File: src/hdl/gmv_pkg.sv
// gmv_pkg: widths, register indexes, sequencer states and divider status
// for the group mean and variance core. No dependencies.
`default_nettype none

package gmv_pkg;

    // field and register widths
    localparam int SAMPLE_W  = 16;
    localparam int LEN_W     = 13;
    localparam int CNT_W     = 16;
    localparam int CFG_W     = 16;
    localparam int MEAN_W    = 24;
    localparam int VAR_W     = 39;
    localparam int FRAC_BITS = 8;

    // accumulators, sized for the largest group
    localparam int MAX_GROUP_LENGTH = 4096;
    localparam int SUM_W   = 28;
    localparam int SQSUM_W = 43;

    // shared multiplier operand width and the square of the quotient
    localparam int MUL_W = 18;
    localparam int PROD_W = 2 * MUL_W;
    localparam int QUO_W  = 2 * MUL_W;
    localparam int MSQ_ACC_W = 64;
    localparam int MSQ_W  = MSQ_ACC_W - FRAC_BITS;

    // divider
    localparam int DIVD_W     = SQSUM_W + FRAC_BITS;
    localparam int DIV_STEP_W = $clog2(DIVD_W);

    // configuration register indexes
    localparam int CFG_IDX_W = 1;
    localparam logic [CFG_IDX_W-1:0] REG_GROUP_LENGTH = 1'b0;
    localparam logic [CFG_IDX_W-1:0] REG_GROUP_COUNT  = 1'b1;

    // sequencer states
    typedef enum logic [3:0] {
        S_IDLE,
        S_ACC,
        S_MSTART,
        S_MDIV,
        S_P0,
        S_P1,
        S_P2,
        S_VSTART,
        S_VDIV,
        S_OUT
    } state_t;

    // divider status
    typedef struct packed {
        logic busy;
        logic done;
    } div_stat_t;

endpackage

`default_nettype wire

File: src/hdl/gmv_divider.sv
// gmv_divider: restoring divider, one quotient bit per cycle, shared by the
// mean and mean-square divisions. Depends on gmv_pkg.
`default_nettype none

module gmv_divider (
    input  wire logic                       clk,
    input  wire logic                       rst_n,
    input  wire logic                       start,
    input  wire logic [gmv_pkg::DIVD_W-1:0] dividend,
    input  wire logic [gmv_pkg::LEN_W-1:0]  divisor,
    output logic      [gmv_pkg::DIVD_W-1:0] quotient,
    output gmv_pkg::div_stat_t              stat
);
    import gmv_pkg::*;

    localparam logic [DIV_STEP_W-1:0] LAST_STEP = DIV_STEP_W'(DIVD_W - 1);

    logic [DIVD_W-1:0]     work_reg;
    logic [LEN_W-1:0]      rem_reg;
    logic [LEN_W-1:0]      dsr_reg;
    logic [DIV_STEP_W-1:0] step_reg;
    logic                  run_reg;
    logic                  done_reg;

    logic [LEN_W+1:0]      trial;
    logic                  borrow;

    // trial subtract of the divisor from the shifted partial remainder
    always_comb
    begin
        trial  = {1'b0, rem_reg, work_reg[DIVD_W-1]} - {2'b00, dsr_reg};
        borrow = trial[LEN_W+1];
    end

    // step control
    always_ff @(posedge clk or negedge rst_n)
    begin
        if (!rst_n)
        begin
            run_reg  <= 1'b0;
            done_reg <= 1'b0;
            step_reg <= '0;
        end
        else
        begin
            // done pulses for one cycle after the final step
            done_reg <= !start && run_reg && (step_reg == LAST_STEP);
            if (start)
            begin
                run_reg  <= 1'b1;
                step_reg <= '0;
            end
            else if (run_reg)
            begin
                step_reg <= step_reg + 1'b1;
                if (step_reg == LAST_STEP)
                    run_reg <= 1'b0;
            end
        end
    end

    // remainder and dividend/quotient shift register
    always_ff @(posedge clk)
    begin
        if (start)
        begin
            work_reg <= dividend;
            rem_reg  <= '0;
            dsr_reg  <= divisor;
        end
        else if (run_reg)
        begin
            work_reg <= {work_reg[DIVD_W-2:0], ~borrow};
            if (borrow)
                rem_reg <= {rem_reg[LEN_W-2:0], work_reg[DIVD_W-1]};
            else
                rem_reg <= trial[LEN_W-1:0];
        end
    end

    assign quotient  = work_reg;
    assign stat.busy = run_reg;
    assign stat.done = done_reg;

`ifndef SYNTHESIS
    // a new division never starts on top of a running one
    a_no_restart: assert property (@(posedge clk) disable iff (!rst_n)
        start |-> !run_reg)
        else $error("divider started while busy");

    // done follows the final step of a run
    a_done_after_run: assert property (@(posedge clk) disable iff (!rst_n)
        done_reg |-> $past(run_reg) && !run_reg)
        else $error("divider done without a finished run");

    // step counter stays inside the dividend
    a_step_range: assert property (@(posedge clk) disable iff (!rst_n)
        run_reg |-> step_reg <= LAST_STEP)
        else $error("divider step out of range");
`endif

endmodule

`default_nettype wire

File: src/hdl/group_mean_variance_core.sv
// group_mean_variance_core: per-group mean and population variance in Q8,
// one shared multiplier and one shared divider under a sequencer.
// Depends on gmv_pkg and gmv_divider.
//
//   channel   direction  signals                                    handshake
//   input     in         sample                                     in_valid / in_ready
//   result    out        mean_q8, variance_q8, last_group           out_valid / out_ready
//   config    in         cfg_index, cfg_data                        cfg_write
//
// a sample that does not close its group is accepted, then accumulated
// a group-closing sample also runs two 51-step divisions in the shared
// divider, plus 3 partial products for the mean square
// the result sits in an output register; the next group's samples are taken
// while it waits, and only the closing step of a later group stalls on it
// asynchronous reset clears accumulators and counters, no clearing pass
`default_nettype none

module group_mean_variance_core (
    input  wire logic                          clk,
    input  wire logic                          rst_n,
    input  wire logic                          in_valid,
    output logic                               in_ready,
    input  wire logic signed [gmv_pkg::SAMPLE_W-1:0] sample,
    output logic                               out_valid,
    input  wire logic                          out_ready,
    output logic signed [gmv_pkg::MEAN_W-1:0]  mean_q8,
    output logic        [gmv_pkg::VAR_W-1:0]   variance_q8,
    output logic                               last_group,
    input  wire logic                          cfg_write,
    input  wire logic [gmv_pkg::CFG_IDX_W-1:0] cfg_index,
    input  wire logic [gmv_pkg::CFG_W-1:0]     cfg_data
);
    import gmv_pkg::*;

    localparam logic [LEN_W-1:0] LEN_MAX = LEN_W'(MAX_GROUP_LENGTH);
    localparam int HALF_W = QUO_W / 2;

    state_t state_reg, state_next;

    // configuration
    logic [LEN_W-1:0] group_length_reg;
    logic [CNT_W-1:0] group_count_reg;

    // accumulation state
    logic signed [SUM_W-1:0] running_sum_reg;
    logic [SQSUM_W-1:0]      running_square_sum_reg;
    logic [LEN_W-1:0]        samples_in_group_reg;
    logic [CNT_W-1:0]        groups_done_reg;

    // per-item and per-group working registers
    logic signed [SAMPLE_W-1:0] sample_reg;
    logic [QUO_W-1:0]           q_reg;
    logic [MSQ_ACC_W-1:0]       msq_acc_reg;

    // output register
    logic                     out_valid_reg;
    logic signed [MEAN_W-1:0] mean_reg;
    logic [VAR_W-1:0]         var_reg;
    logic                     last_reg;

    // combinational values
    logic [LEN_W-1:0]    eff_len;
    logic [CNT_W-1:0]    eff_cnt;
    logic [SAMPLE_W-1:0] xmag;
    logic [LEN_W-1:0]    cnt_inc;
    logic                sneg;
    logic [SUM_W-1:0]    smag;
    logic [MUL_W-1:0]    mul_a;
    logic [MUL_W-1:0]    mul_b;
    logic [PROD_W-1:0]   prod;
    logic [DIVD_W-1:0]   div_dividend;
    logic [DIVD_W-1:0]   div_quotient;
    logic                div_start;
    div_stat_t           div_stat;
    logic [MSQ_W-1:0]    msq;
    logic [MSQ_W-1:0]    ex2_ext;
    logic [MSQ_W-1:0]    var_full;
    logic [CNT_W-1:0]    groups_inc;
    logic                group_last;
    logic                out_free;
    logic                in_take;

    // effective length and count: zero means one, length saturates
    always_comb
    begin
        if (group_length_reg == '0)
            eff_len = LEN_W'(1);
        else if (group_length_reg > LEN_MAX)
            eff_len = LEN_MAX;
        else
            eff_len = group_length_reg;
        eff_cnt = (group_count_reg == '0) ? CNT_W'(1) : group_count_reg;
    end

    // magnitudes and counter increments
    always_comb
    begin
        xmag       = sample_reg[SAMPLE_W-1] ? SAMPLE_W'(-sample_reg) : sample_reg;
        cnt_inc    = samples_in_group_reg + 1'b1;
        sneg       = running_sum_reg[SUM_W-1];
        smag       = sneg ? SUM_W'(-running_sum_reg) : running_sum_reg;
        groups_inc = groups_done_reg + 1'b1;
        group_last = groups_inc >= eff_cnt;
        out_free   = !out_valid_reg || out_ready;
        in_take    = in_valid && in_ready;
    end

    // shared multiplier: sample square, then the three quotient products
    always_comb
    begin
        unique case (state_reg)
            S_ACC:
            begin
                mul_a = MUL_W'(xmag);
                mul_b = MUL_W'(xmag);
            end
            S_P0:
            begin
                mul_a = q_reg[HALF_W-1:0];
                mul_b = q_reg[HALF_W-1:0];
            end
            S_P1:
            begin
                mul_a = q_reg[QUO_W-1:HALF_W];
                mul_b = q_reg[HALF_W-1:0];
            end
            S_P2:
            begin
                mul_a = q_reg[QUO_W-1:HALF_W];
                mul_b = q_reg[QUO_W-1:HALF_W];
            end
            default:
            begin
                mul_a = '0;
                mul_b = '0;
            end
        endcase
        prod = mul_a * mul_b;
    end

    // divider operand: scaled sum magnitude, then scaled square sum
    always_comb
    begin
        if (state_reg == S_MSTART)
            div_dividend = DIVD_W'({smag, {FRAC_BITS{1'b0}}});
        else
            div_dividend = {running_square_sum_reg, {FRAC_BITS{1'b0}}};
    end

    gmv_divider u_div (
        .clk      (clk),
        .rst_n    (rst_n),
        .start    (div_start),
        .dividend (div_dividend),
        .divisor  (eff_len),
        .quotient (div_quotient),
        .stat     (div_stat)
    );

    // variance: floor(sumsq*256/n) minus floor(q*q/256), clamped at zero
    always_comb
    begin
        msq      = msq_acc_reg[MSQ_ACC_W-1:FRAC_BITS];
        ex2_ext  = MSQ_W'(div_quotient);
        var_full = (ex2_ext > msq) ? (ex2_ext - msq) : '0;
    end

    // sequencer: next state and controls
    always_comb
    begin
        state_next = state_reg;
        in_ready   = 1'b0;
        div_start  = 1'b0;
        unique case (state_reg)
            S_IDLE:
            begin
                in_ready = 1'b1;
                if (in_valid)
                    state_next = S_ACC;
            end
            S_ACC:
            begin
                if (cnt_inc >= eff_len)
                    state_next = S_MSTART;
                else
                    state_next = S_IDLE;
            end
            S_MSTART:
            begin
                div_start  = 1'b1;
                state_next = S_MDIV;
            end
            S_MDIV:
            begin
                if (div_stat.done)
                    state_next = S_P0;
            end
            S_P0:
                state_next = S_P1;
            S_P1:
                state_next = S_P2;
            S_P2:
                state_next = S_VSTART;
            S_VSTART:
            begin
                div_start  = 1'b1;
                state_next = S_VDIV;
            end
            S_VDIV:
            begin
                if (div_stat.done)
                    state_next = S_OUT;
            end
            S_OUT:
            begin
                if (out_free)
                    state_next = S_IDLE;
            end
            default:
                state_next = S_IDLE;
        endcase
    end

    // state register
    always_ff @(posedge clk or negedge rst_n)
    begin
        if (!rst_n)
            state_reg <= S_IDLE;
        else
            state_reg <= state_next;
    end

    // configuration registers
    always_ff @(posedge clk or negedge rst_n)
    begin
        if (!rst_n)
        begin
            group_length_reg <= LEN_W'(1);
            group_count_reg  <= CNT_W'(1);
        end
        else if (cfg_write)
        begin
            unique case (cfg_index)
                REG_GROUP_LENGTH: group_length_reg <= cfg_data[LEN_W-1:0];
                REG_GROUP_COUNT:  group_count_reg  <= cfg_data[CNT_W-1:0];
                default:          ;
            endcase
        end
    end

    // accumulators, counters and output valid
    always_ff @(posedge clk or negedge rst_n)
    begin
        if (!rst_n)
        begin
            running_sum_reg        <= '0;
            running_square_sum_reg <= '0;
            samples_in_group_reg   <= '0;
            groups_done_reg        <= '0;
            out_valid_reg          <= 1'b0;
        end
        else
        begin
            // a taken result clears valid unless the output step reloads it
            if (out_valid_reg && out_ready && state_reg != S_OUT)
                out_valid_reg <= 1'b0;
            if (state_reg == S_ACC)
            begin
                running_sum_reg        <= running_sum_reg + SUM_W'(sample_reg);
                running_square_sum_reg <= running_square_sum_reg + SQSUM_W'(prod);
                samples_in_group_reg   <= cnt_inc;
            end
            else if (state_reg == S_OUT && out_free)
            begin
                running_sum_reg        <= '0;
                running_square_sum_reg <= '0;
                samples_in_group_reg   <= '0;
                groups_done_reg        <= group_last ? '0 : groups_inc;
                out_valid_reg          <= 1'b1;
            end
        end
    end

    // working and output payload registers
    always_ff @(posedge clk)
    begin
        if (in_take)
            sample_reg <= sample;
        if (state_reg == S_MDIV && div_stat.done)
            q_reg <= div_quotient[QUO_W-1:0];
        unique case (state_reg)
            S_P0: msq_acc_reg <= MSQ_ACC_W'(prod);
            S_P1: msq_acc_reg <= msq_acc_reg + MSQ_ACC_W'({prod, {(HALF_W + 1){1'b0}}});
            S_P2: msq_acc_reg <= msq_acc_reg + MSQ_ACC_W'({prod, {QUO_W{1'b0}}});
            default: ;
        endcase
        if (state_reg == S_OUT && out_free)
        begin
            mean_reg <= sneg ? MEAN_W'(-q_reg[MEAN_W-1:0]) : q_reg[MEAN_W-1:0];
            var_reg  <= var_full[VAR_W-1:0];
            last_reg <= group_last;
        end
    end

    assign out_valid   = out_valid_reg;
    assign mean_q8     = mean_reg;
    assign variance_q8 = var_reg;
    assign last_group  = last_reg;

`ifndef SYNTHESIS
    // an accepted sample is accumulated in the next cycle
    a_accept_to_acc: assert property (@(posedge clk) disable iff (!rst_n)
        in_take |=> state_reg == S_ACC)
        else $error("accepted sample not accumulated");

    // divider results are only expected while the sequencer waits for them
    a_div_done_state: assert property (@(posedge clk) disable iff (!rst_n)
        div_stat.done |-> (state_reg == S_MDIV || state_reg == S_VDIV))
        else $error("divider finished outside a division state");

    // a division is only started on an idle divider
    a_div_idle_start: assert property (@(posedge clk) disable iff (!rst_n)
        div_start |-> !div_stat.busy)
        else $error("division started on a busy divider");

    // a new result appears only from the output step
    a_result_source: assert property (@(posedge clk) disable iff (!rst_n)
        $rose(out_valid_reg) |-> $past(state_reg == S_OUT))
        else $error("result raised outside the output step");

    // the group counter never runs past the longest group
    a_count_bound: assert property (@(posedge clk) disable iff (!rst_n)
        samples_in_group_reg <= LEN_MAX)
        else $error("sample count exceeds the longest group");
`endif

endmodule

`default_nettype wire
File: config.mk
export PLATFORM = sky130hd
export DESIGN_NAME = group_mean_variance_core
export DESIGN_NICKNAME = d
export VERILOG_FILES = /design/src/hdl/gmv_pkg.sv /design/src/hdl/gmv_divider.sv /design/src/hdl/group_mean_variance_core.sv
export SDC_FILE = /design/constraint.sdc
export NUM_CORES = 2
export LEC_CHECK = 0
export BUFFER_PORTS_ARGS = -buffer_cell sky130_fd_sc_hd__buf_2
export CAP_MARGIN = 20
export CORE_MARGIN = 2
export CORE_UTILIZATION = 31
export DETAILED_ROUTE_END_ITERATION = 12
export GPL_TIMING_DRIVEN = 0
export HOLD_SLACK_MARGIN = 0.02
export SLEW_MARGIN = 25
export SYNTH_ARGS = -nofsm -noshare
export SYNTH_HDL_FRONTEND = slang
export SYNTH_SLANG_ARGS = --single-unit
File: constraint.sdc
create_clock -name clk -period 9.1 [get_ports clk]
set_clock_uncertainty 0.2 [all_clocks]
set_input_delay 0.455 -clock clk [delete_from_list [all_inputs] [get_ports clk]]
set_output_delay 0.455 -clock clk [all_outputs]
set_load 0.01 [all_outputs]
==> qor.yml <==
sta:
  relSlewSlack_pct: 23.5
  holdWs_ns: 0.0924
  max_freq_mhz: 94.0
  tightest_slew_ns: 1.15
  setup_ws_ns: -1.54
  setup_viol: 59
  grt_setup_unrepaired: "yes"
  slew_viol_final: 0
  hold_viol_final: 0
  fin_crit_ns: 10.64
  timing.final.crit_share_pct: 117
setup_path:
  cpMaxStageDelayCell: "or4_4"
  worstPathRequired_ns: 9.24
  slowest_delay_ns: 0.57
  startpoint_type: "flip-flop"
  crit_top_cell: "fa_1"
  worstPathArrival_ns: 10.78
  worst-path-max-fanout: 6
  endpoint_kind: "flip-flop"
  r2r_slack_ns: -1.54
  r2r_start: "sample_reg[3]"
  r2r_end: "msq_acc_reg[53]"
  reg2reg_depth: 39
  path_class: "reg -> reg"
synth:
  synth.distinct_cells: 90
  synth_warnings: 0
  synth_ff_type: "edfxtp_1"
  ys_seq_elements: 391
  syn-num-nets: 4716
  seq_area_frac_synth_pct: 29.0
  syn_avg_cell_area_um2: 9.21
  synthArstFlopShare_pct: 36.3
  synth_edf_count: 236
  syn_area_mm2: 0.0375
  synthCells: 4077
floorplanning:
  coreArea_mm2: 0.120
  start_util_pct: 31.3
  rows: 127
  die_area_mm2: 0.124
  die_w_um: 352
  ioPinCount: 104
  die_height_um: 352
run:
  maxCapViolCount: 0
cells_and_area:
  mostFrequentLayoutCells: "441 x inv_1, 422 x nand2_1, 292 x nor2_1, 283 x ha_1, 257 x fa_1"
  fin_area_mm2: 0.0470
  drive_above_1_share_pct: 19.6
  final_cells: 6115
  layout_commonest_cell: "inv_1"
  n_fill_cell: 11800
  fin_nets: 5102
  largest_register_ffs: 56
  fin_util_pct: 39.2
  area_growth_pct: 25.2
worst_hold_path:
  hold-path-endpoint: "state_reg[0]"
  hold_start: "in_valid"
  whs_path_depth: 5
  hp-class: "in -> reg"
cts:
  max-clock-path-buffers: 3
  clkTransAtPathRegs_ns: 0.07
  cts_tree: "built"
  root_buffer: "clkbuf_16"
  htree_levels: 2
  clk_latency_ns: 0.63
  numCtsBuffers: 47
  cts_sinks: 391
drt:
  wl_per_cell_um: 21.8
  drcViolationCount: 0
  ant_nets: 0
  routed_via_density: 5.38
  drt_iter0_markers: 3489
  dr.pass1.iters: 5
  drt-total-wl_um: 133000
  vias: 32900
placed_design:
  dpl-instance-area_mm2: 0.0410
  finalWeightedCongestion: 0.982
  io_buffers: 103
  dp_hpwl_um: 101000
  place_inst: 5822
status:
  violations: "negative setup slack"
  status: "finished, violations left"
global_route:
  grt_usage_pct: 20.9
  grt_overflow_total: 0
  antenna_found_initial: 7
  grt_pass1_vias: 32000
  grt_max_degree: 85
  grt_pass1_wl_um: 199000
==> cell type report <==
| cell class | count | area (µm²) | share of cell area, % |
|---|---|---|---|
| well taps | 1612 | 2020 | 4.29 |
| diodes | 1 | 2.50 | 0.00532 |
| repair buffers | 355 | 2970 | 6.33 |
| plain buffers | 142 | 652 | 1.39 |
| clock inverters | 21 | 265 | 0.564 |
| clock buffers | 67 | 1450 | 3.08 |
| inverters | 460 | 1730 | 3.67 |
| multi-input cells | 3066 | 27000 | 57.5 |
| flip-flops and latches | 391 | 10900 | 23.2 |
==> worst max-delay path: cells and delay by family (launching register included) <==
family,cells,cell delay [ns]
compound gates,15,3.07
buf+inv,5,0.45
xor+xnor,3,0.62
simple gates,8,1.92
fa+ha+maj,8,3.55
flops,1,0.55
==> metrics by stage <==
step	setup TNS, ns	setup WS (ns)
after global placement	-212.48	-3.80
final	-58.05	-1.54
after CTS	-50.65	-1.39
after detailed placement	-131.82	-2.89
after floorplan	-7.35	-0.438
after global routing	-72.79	-1.82
==> cell usage after synthesis, types with 29 or more instances <==
cell type	count	area share (%)
a211oi_1	33	0.66
a21o_1	123	2.5
a21oi_1	188	2.5
a221o_1	31	0.83
a22o_1	31	0.72
a31oi_1	31	0.52
and2_1	29	0.48
and3_1	29	0.48
clkbuf_1	149	1.5
dfrtp_1	140	9.3
edfxtp_1	236	19
fa_1	262	14
ha_1	339	11
inv_1	460	4.6
mux2_2	29	0.87
mux2i_1	41	1.1
nand2_1	441	4.4
nand2b_1	46	0.77
nand3_1	98	1.3
nor2_1	325	3.2
nor2b_1	37	0.62
nor3_1	43	0.57
o21ai_0	242	3.2
or3_1	29	0.48
xnor2_1	148	3.5
xor2_1	122	2.8
==> cells by family after synthesis <==
kind of cell	after synthesis	share of synthesized area, %
and+or+nand+nor	1174	14.2
adders and majority gates	601	25.3
buffers and inverters	620	6.23
xor gates and xnor gates	270	6.30
muxes	70	1.96
DFF	391	29.0
AOI/OAI and AO/OA	951	17.0
==> metal layers <==
| metal | vias up | GRT usage (%) | share of wire (%) | routed length, µm |
|---|---|---|---|---|
| met5 | - | 0 | 0.032 | 42 |
| met1 | 16300 | 28.8 | 42 | 56600 |
| met2 | 1342 | 32.9 | 45 | 60100 |
| li1 | 15000 | - | - | - |
| met3 | 267 | 3.39 | 8.4 | 11300 |
| met4 | 4 | 7.31 | 4.0 | 5310 |
==> what timing repair did <==
| action | CTS | global route |
|---|---|---|
| hold endpoints to repair | 104 | 0 |
| pin swaps | 118 | 124 |
| setup buffers | 102 | 91 |
| endpoints found under the setup margin | 76 | 71 |
| resized for setup | 311 | 236 |
| hold buffers | 34 | 0 |
==> worst max-delay path by stage <==
stage	slack, ns	startpoint	endpoint	cells after the start
after floorplan	-0.44	sample_reg[1]	msq_acc_reg[63]	40
after global placement	-3.80	state_reg[0]	msq_acc_reg[62]	34
after detailed placement	-2.89	sample_reg[1]	running_square_sum_reg[39]	36
after CTS	-1.39	sample_reg[1]	running_square_sum_reg[39]	43
after global routing	-1.82	sample_reg[4]	running_square_sum_reg[39]	41
final	-1.54	sample_reg[3]	msq_acc_reg[53]	39
Power is left out: the tool's default activity adds up to more than one toggle a clock period on the data nets, which glitch-free logic cannot reach.
